`src/hw/rtl/bps_pkg.sv`:
```
// ----------------------------------------------------------------------------
// bps_pkg
// Shared types and constants of the buzzer pattern sequencer.
// ----------------------------------------------------------------------------
package bps_pkg;

  // default depth of the pattern table
  localparam int TableDepthDef = 64;

  // width of step counters: covers 2 * 255 blinks and the largest table
  localparam int StepW = 11;

  typedef enum logic [2:0] {
    KIND_TICK   = 3'd0,
    KIND_LOAD   = 3'd1,
    KIND_STEADY = 3'd2,
    KIND_BLINK  = 3'd3,
    KIND_COUNT  = 3'd4,
    KIND_PLAY   = 3'd5,
    KIND_STOP   = 3'd6
  } kind_t;

  typedef enum logic {
    REG_TICK_MS     = 1'b0,
    REG_BUZZER_KIND = 1'b1
  } reg_index_t;

  typedef struct packed {
    logic [2:0]  kind;
    logic [15:0] tone_freq;
    logic [15:0] hold_ms;
    logic        loop_on;
    logic [7:0]  repeat_count;
    logic [5:0]  entry_index;
    logic [15:0] entry_time;
    logic [15:0] entry_freq;
    logic [6:0]  seq_length;
  } in_word_t;

  typedef struct packed {
    logic        drive_on;
    logic [15:0] drive_freq;
    logic        playing;
    logic        finished;
  } out_word_t;

  // one table entry
  typedef struct packed {
    logic [15:0] time_ms;
    logic [15:0] freq;
  } entry_t;

  // table write request
  typedef struct packed {
    logic       en;
    logic [5:0] index;
    entry_t     entry;
  } tbl_wr_t;

endpackage

```
`src/hw/rtl/bps_table.sv`:
```
// ----------------------------------------------------------------------------
// bps_table
// Pattern table memory with a registered read, same-cycle write forwarding
// and a copy of entry zero for table start.
// ----------------------------------------------------------------------------
module bps_table #(
  parameter int TABLE_DEPTH = bps_pkg::TableDepthDef,
  parameter int IdxW = (TABLE_DEPTH > 1) ? $clog2(TABLE_DEPTH) : 1
) (
  input  logic             clk,
  input  logic             rst,
  input  bps_pkg::tbl_wr_t wr,
  input  logic [IdxW-1:0]  rd_addr,
  output bps_pkg::entry_t  next_entry,
  output bps_pkg::entry_t  first_entry
);
  import bps_pkg::*;

  entry_t          mem [TABLE_DEPTH];
  entry_t          rd_q;
  entry_t          byp_data;
  entry_t          entry0;
  logic            byp;
  logic [IdxW-1:0] waddr;

  assign waddr = IdxW'(wr.index);

  always_ff @(posedge clk) begin
    if (wr.en) begin
      mem[waddr] <= wr.entry;
    end
    rd_q     <= mem[rd_addr];
    byp_data <= wr.entry;
    if (wr.en && waddr == '0) begin
      entry0 <= wr.entry;
    end
  end

  // forward a write that lands on the address being read
  always_ff @(posedge clk) begin
    if (rst) begin
      byp <= 1'b0;
    end else begin
      byp <= wr.en && (waddr == rd_addr);
    end
  end

  assign next_entry  = byp ? byp_data : rd_q;
  assign first_entry = entry0;

endmodule

```
`src/hw/rtl/bps_ctrl.sv`:
```
// ----------------------------------------------------------------------------
// bps_ctrl
// Pattern state, configuration registers and per-word update.
// ----------------------------------------------------------------------------
module bps_ctrl #(
  parameter int TABLE_DEPTH = bps_pkg::TableDepthDef,
  parameter int IdxW = (TABLE_DEPTH > 1) ? $clog2(TABLE_DEPTH) : 1
) (
  input  logic               clk,
  input  logic               rst,
  input  logic               acc,
  input  bps_pkg::in_word_t  item,
  input  logic               cfg_write,
  input  logic               cfg_index,
  input  logic [9:0]         cfg_data,
  input  bps_pkg::entry_t    next_entry,
  input  bps_pkg::entry_t    first_entry,
  output logic [IdxW-1:0]    rd_addr,
  output bps_pkg::tbl_wr_t   wr,
  output bps_pkg::out_word_t res
);
  import bps_pkg::*;

  localparam logic [StepW-1:0] DepthL = StepW'(TABLE_DEPTH);

  logic [9:0]       tick_ms;
  logic             buzzer_kind;

  logic [31:0]      elapsed_ms, elapsed_ms_next;
  logic [StepW-1:0] step_index, step_index_next;
  logic [StepW-1:0] step_total, step_total_next;
  logic [15:0]      hold_limit, hold_limit_next;
  logic [15:0]      current_freq, current_freq_next;
  logic             looping, looping_next;
  logic             table_mode, table_mode_next;
  logic             active_flag, active_flag_next;
  logic             level, level_next;
  logic             fin;

  logic [32:0]      sum;
  logic [31:0]      el;
  logic [StepW-1:0] idx1;
  logic [StepW-1:0] slen;

  always_ff @(posedge clk) begin
    if (rst) begin
      tick_ms     <= 10'd1;
      buzzer_kind <= 1'b0;
    end else if (cfg_write) begin
      case (cfg_index)
        REG_TICK_MS:     tick_ms <= cfg_data;
        REG_BUZZER_KIND: buzzer_kind <= cfg_data[0];
        default: ;
      endcase
    end
  end

  always_comb begin
    elapsed_ms_next   = elapsed_ms;
    step_index_next   = step_index;
    step_total_next   = step_total;
    hold_limit_next   = hold_limit;
    current_freq_next = current_freq;
    looping_next      = looping;
    table_mode_next   = table_mode;
    active_flag_next  = active_flag;
    level_next        = level;
    fin               = 1'b0;

    sum  = {1'b0, elapsed_ms} + 33'(tick_ms);
    el   = sum[32] ? '1 : sum[31:0];
    idx1 = step_index + StepW'(1);
    slen = (StepW'(item.seq_length) > DepthL) ? DepthL : StepW'(item.seq_length);

    wr.en    = 1'b0;
    wr.index = item.entry_index;
    wr.entry = '{time_ms: item.entry_time, freq: item.entry_freq};

    if (acc) begin
      case (kind_t'(item.kind))
        KIND_TICK: begin
          elapsed_ms_next = el;
          if (active_flag && step_total != '0 && el > 32'(hold_limit)) begin
            elapsed_ms_next = '0;
            if (idx1 < step_total) begin
              if (!table_mode) begin
                step_index_next = looping ? StepW'(idx1[0]) : idx1;
                level_next      = ~step_index_next[0];
              end else begin
                step_index_next   = idx1;
                hold_limit_next   = next_entry.time_ms;
                current_freq_next = next_entry.freq;
                level_next        = 1'b1;
              end
            end else begin
              step_index_next  = idx1;
              level_next       = 1'b0;
              active_flag_next = 1'b0;
              fin              = 1'b1;
            end
          end
        end
        KIND_LOAD: begin
          wr.en = StepW'(item.entry_index) < DepthL;
        end
        KIND_STEADY: begin
          active_flag_next  = 1'b1;
          looping_next      = 1'b0;
          step_total_next   = '0;
          level_next        = 1'b1;
          current_freq_next = item.tone_freq;
        end
        KIND_BLINK, KIND_COUNT: begin
          step_index_next   = '0;
          elapsed_ms_next   = '0;
          hold_limit_next   = item.hold_ms;
          table_mode_next   = 1'b0;
          active_flag_next  = 1'b1;
          level_next        = 1'b1;
          current_freq_next = item.tone_freq;
          if (kind_t'(item.kind) == KIND_BLINK) begin
            looping_next    = item.loop_on;
            step_total_next = item.loop_on ? StepW'(3) : StepW'(2);
          end else begin
            looping_next    = 1'b0;
            step_total_next = StepW'({item.repeat_count, 1'b0});
          end
        end
        KIND_PLAY: begin
          step_total_next   = slen;
          step_index_next   = '0;
          looping_next      = 1'b0;
          table_mode_next   = 1'b1;
          active_flag_next  = 1'b1;
          level_next        = 1'b1;
          hold_limit_next   = first_entry.time_ms;
          current_freq_next = first_entry.freq;
        end
        KIND_STOP: begin
          active_flag_next = 1'b0;
          level_next       = 1'b0;
        end
        default: ;
      endcase
    end

    // prefetch the entry the next advance would take
    rd_addr = IdxW'(step_index_next + StepW'(1));

    res.drive_on   = level_next;
    res.drive_freq = (level_next && buzzer_kind) ? current_freq_next : 16'd0;
    res.playing    = active_flag_next;
    res.finished   = fin;
  end

  always_ff @(posedge clk) begin
    if (rst) begin
      elapsed_ms   <= '0;
      step_index   <= '0;
      step_total   <= '0;
      hold_limit   <= '0;
      current_freq <= '0;
      looping      <= 1'b0;
      table_mode   <= 1'b0;
      active_flag  <= 1'b0;
      level        <= 1'b0;
    end else begin
      elapsed_ms   <= elapsed_ms_next;
      step_index   <= step_index_next;
      step_total   <= step_total_next;
      hold_limit   <= hold_limit_next;
      current_freq <= current_freq_next;
      looping      <= looping_next;
      table_mode   <= table_mode_next;
      active_flag  <= active_flag_next;
      level        <= level_next;
    end
  end

endmodule

```
`src/hw/rtl/buzzer_pattern_sequencer.sv`:
```
// ----------------------------------------------------------------------------
// buzzer_pattern_sequencer
// Command-driven buzzer pattern engine with a pattern table.
// ----------------------------------------------------------------------------
// Every accepted input word is one command (tick, table load, steady on,
// blink, counted blinks, table play, stop) and yields exactly one output
// word with the drive level, tone and status. A word is taken in every
// unstalled cycle; the rate is set by the state update, which performs
// one saturating add of tick_ms and one compare against the hold time per
// word. The pattern table sits in a synchronous memory; the entry
// following the current step is read ahead every cycle, and a load that
// hits the address being read is forwarded, so table play never waits.
// Entry zero is also kept in a register so that table play can start at
// once. Table entries hold garbage until loaded. Configuration writes
// (tick_ms, buzzer_kind) are to be made only while the block is idle,
// which the block does not enforce. An output register plus a skid stage
// decouple the two sides: in_stall rises only when both are full.
// ----------------------------------------------------------------------------
module buzzer_pattern_sequencer #(
  parameter int TABLE_DEPTH = bps_pkg::TableDepthDef
) (
  input  logic               clk,
  input  logic               rst,
  input  logic               in_valid,
  output logic               in_stall,
  input  bps_pkg::in_word_t  in_data,
  output logic               out_valid,
  input  logic               out_stall,
  output bps_pkg::out_word_t out_data,
  input  logic               cfg_write,
  input  logic               cfg_index,
  input  logic [9:0]         cfg_data
);
  import bps_pkg::*;

  localparam int IdxW = (TABLE_DEPTH > 1) ? $clog2(TABLE_DEPTH) : 1;

  logic            acc;
  logic [IdxW-1:0] rd_addr;
  tbl_wr_t         wr;
  entry_t          next_entry;
  entry_t          first_entry;
  out_word_t       res;
  out_word_t       skid_data;
  logic            skid_valid;

  // take a word whenever the skid stage is free
  assign in_stall = skid_valid;
  assign acc      = in_valid && !skid_valid;

  bps_table #(
    .TABLE_DEPTH(TABLE_DEPTH),
    .IdxW       (IdxW)
  ) u_table (
    .clk        (clk),
    .rst        (rst),
    .wr         (wr),
    .rd_addr    (rd_addr),
    .next_entry (next_entry),
    .first_entry(first_entry)
  );

  bps_ctrl #(
    .TABLE_DEPTH(TABLE_DEPTH),
    .IdxW       (IdxW)
  ) u_ctrl (
    .clk        (clk),
    .rst        (rst),
    .acc        (acc),
    .item       (in_data),
    .cfg_write  (cfg_write),
    .cfg_index  (cfg_index),
    .cfg_data   (cfg_data),
    .next_entry (next_entry),
    .first_entry(first_entry),
    .rd_addr    (rd_addr),
    .wr         (wr),
    .res        (res)
  );

  // output register and skid stage
  always_ff @(posedge clk) begin
    if (rst) begin
      out_valid  <= 1'b0;
      skid_valid <= 1'b0;
    end else if (acc) begin
      if (out_valid && out_stall) begin
        // output held: park the new word in the skid stage
        skid_valid <= 1'b1;
      end else begin
        out_valid <= 1'b1;
      end
    end else if (out_valid && !out_stall) begin
      // drained: refill from the skid stage or drop valid
      if (skid_valid) begin
        skid_valid <= 1'b0;
      end else begin
        out_valid <= 1'b0;
      end
    end
  end

  always_ff @(posedge clk) begin
    if (acc) begin
      if (out_valid && out_stall) begin
        skid_data <= res;
      end else begin
        out_data <= res;
      end
    end else if (out_valid && !out_stall && skid_valid) begin
      out_data <= skid_data;
    end
  end

endmodule
```
`config.mk`:
```
export PLATFORM = sky130hd
export DESIGN_NAME = buzzer_pattern_sequencer
export DESIGN_NICKNAME = d
export VERILOG_FILES = /design/src/hw/rtl/bps_pkg.sv /design/src/hw/rtl/bps_table.sv /design/src/hw/rtl/bps_ctrl.sv /design/src/hw/rtl/buzzer_pattern_sequencer.sv
export SDC_FILE = /design/constraint.sdc
export NUM_CORES = 2
export LEC_CHECK = 0
export ABC_AREA = 1
export BUFFER_PORTS_ARGS = -buffer_cell sky130_fd_sc_hd__buf_4
export CORE_UTILIZATION = 50
export DETAILED_ROUTE_END_ITERATION = 7
export HOLD_SLACK_MARGIN = 0.05
export PLACE_DENSITY_LB_ADDON = 0.25
export SETUP_SLACK_MARGIN = 0.05
export SLEW_MARGIN = 20
export SYNTH_ARGS = -nofsm -noshare
export SYNTH_HDL_FRONTEND = slang
export SYNTH_SLANG_ARGS = --single-unit
```
`constraint.sdc`:
```
create_clock -name clk -period 10.25 [get_ports clk]
set_clock_uncertainty 0.1 [all_clocks]
set_input_delay 3.075 -clock clk [delete_from_list [all_inputs] [get_ports clk]]
set_output_delay 3.075 -clock clk [all_outputs]
set_load 0.02 [all_outputs]
```
==> results.cfg <==
[run_status]
outcome = complete, no violations

[finish]
drive_above_1_share_pct = 7.39
layout.nets = 9279
area_growth_pct = 11.2
fill_cells = 16000

[global_routing]
grt_antenna_before_repair = 16
grt_pass1_vias = 63900
overflow = 0
grt_pass1_wl_um = 417000
grt_usage_pct = 28.5
grt_max_degree = 177

[power]
power_leakage_nw = 41.9
totalPowerFinal_mw = 19.6
p_per_area_mw_per_mm2 = 181
ir_drop_v = 0.000198

[sta]
drv_slew = 0
max_freq_mhz = 128
tns_ps = 0
relSlewSlack_pct = 23.7
fin_crit_sh_pct = 76.3
finalHoldViolations = 0
min_period_ps = 7820
worst_pin_slew_ps = 1140
rsz0062_at_grt = no
setup_viol = 0

[routing]
wl_per_cell_um = 23.8
ant_nets = 0
drcViolationCount = 0
viasPerCell = 5.72
finalWirelength_um = 283000
vias = 67900
drt_iter0_markers = 8696
dr.pass1.iters = 6

[worst_setup_path]
r2r-start = u_ctrl.elapsed_ms[0]
critPathMaxStageDelay_ps = 900
cp-startpoint = u_ctrl.elapsed_ms[0]
cp_slowest_cell = ha_4
critPathKind = reg -> reg
cp.required_ps = 10900
start_kind = register
cp_max_fo = 110
setup.worst_path.end_class = register
cp.arrival_ps = 8480

[floorplanning]
core_mm2 = 0.193
die_area_mm2 = 0.196
die_h_um = 443
die_x_um = 443
num_rows = 161
io_pins = 126
initial_core_util_pct = 50.4

[placed_design]
gp_congestion = 0.857
port_buffers = 125
dp_hpwl_um = 155000

[yosys]
yosys-top-cells-area = edfxtp_1 (66%), nand2_1 (10%), nand3_1 (10%), inv_1 (4.1%), dfxtp_1 (3.4%)
post_synth.cell_area_avg_um2 = 10.6
synthFlopType = edfxtp_1
syn_inst = 9139
synth_common_cells = nand2_1 (2,656), edfxtp_1 (2,118), nand3_1 (1,981), inv_1 (1,066), buf_2 (271)
synth_top_area_share_pct = 65.6
async_flop_share_pct = 0
synth_warnings = 0
synth_top_area_cell = edfxtp_1
syn_nets = 9282
ys_seq_area_share_pct = 69.0
synth_cell_types = 52
mappedNetlistArea_mm2 = 0.0970
synth_edf_count = 2118
ys_ff_latch = 2284
synth.most_common_cell = nand2_1

[clocking]
path_clk_slew_ps = 60
holdBufCountCts = 0
htreeDepth = 4
clock_sinks = 2284
cts_made_buffers = 221
insertion_delay_ps = 890
cts_root_buf = clkbuf_16
clockBufferDepth = 3
post_cts_resized = 0
cts_tree = built
postCtsSetupBuffers = 0

[hold_path]
hp-class = reg -> reg
hp-start = u_ctrl.hold_limit[8]

[job]
maxCapViolCount = 0
## flip-flops by register name (all words and copies together), names as in the netlist, 9 cells and up
name,cells
u_table.byp_data,32
out_data,19
u_ctrl.step_total,9
u_table.mem,2048
u_ctrl.elapsed_ms,32
u_ctrl.step_index,11
u_table.first_entry,32
u_table.rd_q,32
skid_data,19
u_ctrl.tick_ms,10
u_ctrl.current_freq,16
u_ctrl.hold_limit,16
## layout by cell type (no fill, tap or decap), drive strengths merged, types with 3 or more instances in the layout
cell | synthesis | final
nand2 | 2674 | 2674
edfxtp | 2118 | 2118
nand3 | 1983 | 1983
inv | 1076 | 1084
clkbuf | 168 | 296
buf | 330 | 272
nor2 | 255 | 255
dfxtp | 166 | 166
clkinv | 5 | 100
a21oi | 83 | 83
o21ai | 66 | 66
ha | 37 | 37
a22oi | 35 | 35
xor2 | 19 | 19
o211ai | 18 | 18
mux2i | 16 | 16
nor3 | 15 | 15
nand4 | 13 | 13
o31ai | 12 | 12
or2 | 12 | 12
bufinv | 0 | 11
diode | 0 | 9
a31oi | 7 | 7
clkinvlp | 0 | 5
xnor2 | 5 | 5
nand3b | 4 | 4
nor4 | 4 | 4
o21a | 3 | 3
## where the power goes
group / internal, mW / switching, mW / total, mW
combinational: 0.402 / 1.04 / 1.44
sequential: 10.2 / 0.0484 / 10.3
clock: 4.30 / 3.56 / 7.86
## final timing paths
path	end	slack [ps]	depth (start not counted)
setup / recovery	u_table.rd_q[21]	2430	33
hold / removal	u_ctrl.hold_limit[8]	360	2
setup reg to reg	u_table.rd_q[21]	2430	33
hold reg to reg	u_ctrl.hold_limit[8]	360	2
## kinds of logic after synthesis
group                      synth area share (%)
AOI/OAI and AO/OA                          1.44
muxes                                     0.165
and+or+nand+nor                            22.0
adders and majority gates                 0.498
xor gates and xnor gates                  0.232
DFF                                        69.0
buffers and inverters                      6.64
## critical path, delay by kind of cell (launching register included)
family / cells / cell delay (ps)
simple gates: 27 / 4300
fa+ha+maj: 4 / 1890
buf+inv: 2 / 880
flops: 1 / 310
## routing by layer
layer	part of all wire (%)	wire (um)	global-route usage (%)
met1	39	112000	39.0
met2	47	132000	45.5
met3	10	28600	5.09
met4	3.6	10200	10.9
met5	0.0081	23	0
## cell type report
type	count	area (um2)	area share, %
multi-input combinational	5276	24300	22.5
clock buffer	296	5830	5.40
timing repair buffer	272	2520	2.33
inverter	1081	4080	3.78
antenna	9	22.5	0.0209
clock inverter	119	1120	1.04
tap	2526	3160	2.93
sequential	2284	66900	62.0
## through the flow
step | hold WS (ps) | worst slack (ps) | utilization [%] | instances | instance area (um2)
2_1_floorplan | 333 | 3930 | - | 9139 | 97000
3_3_place_gp | 348 | 2050 | 52.4 | 11400 | 101000
3_5_place_dp | 357 | 1980 | 52.4 | 11400 | 101000
4_1_cts | 367 | 2560 | 56.0 | 11900 | 108000
5_1_grt | 383 | 1960 | 56.0 | 11900 | 108000
6_report | 362 | 2430 | 56.0 | 11900 | 108000
Note: power is estimated with default switching activity, not from simulation.
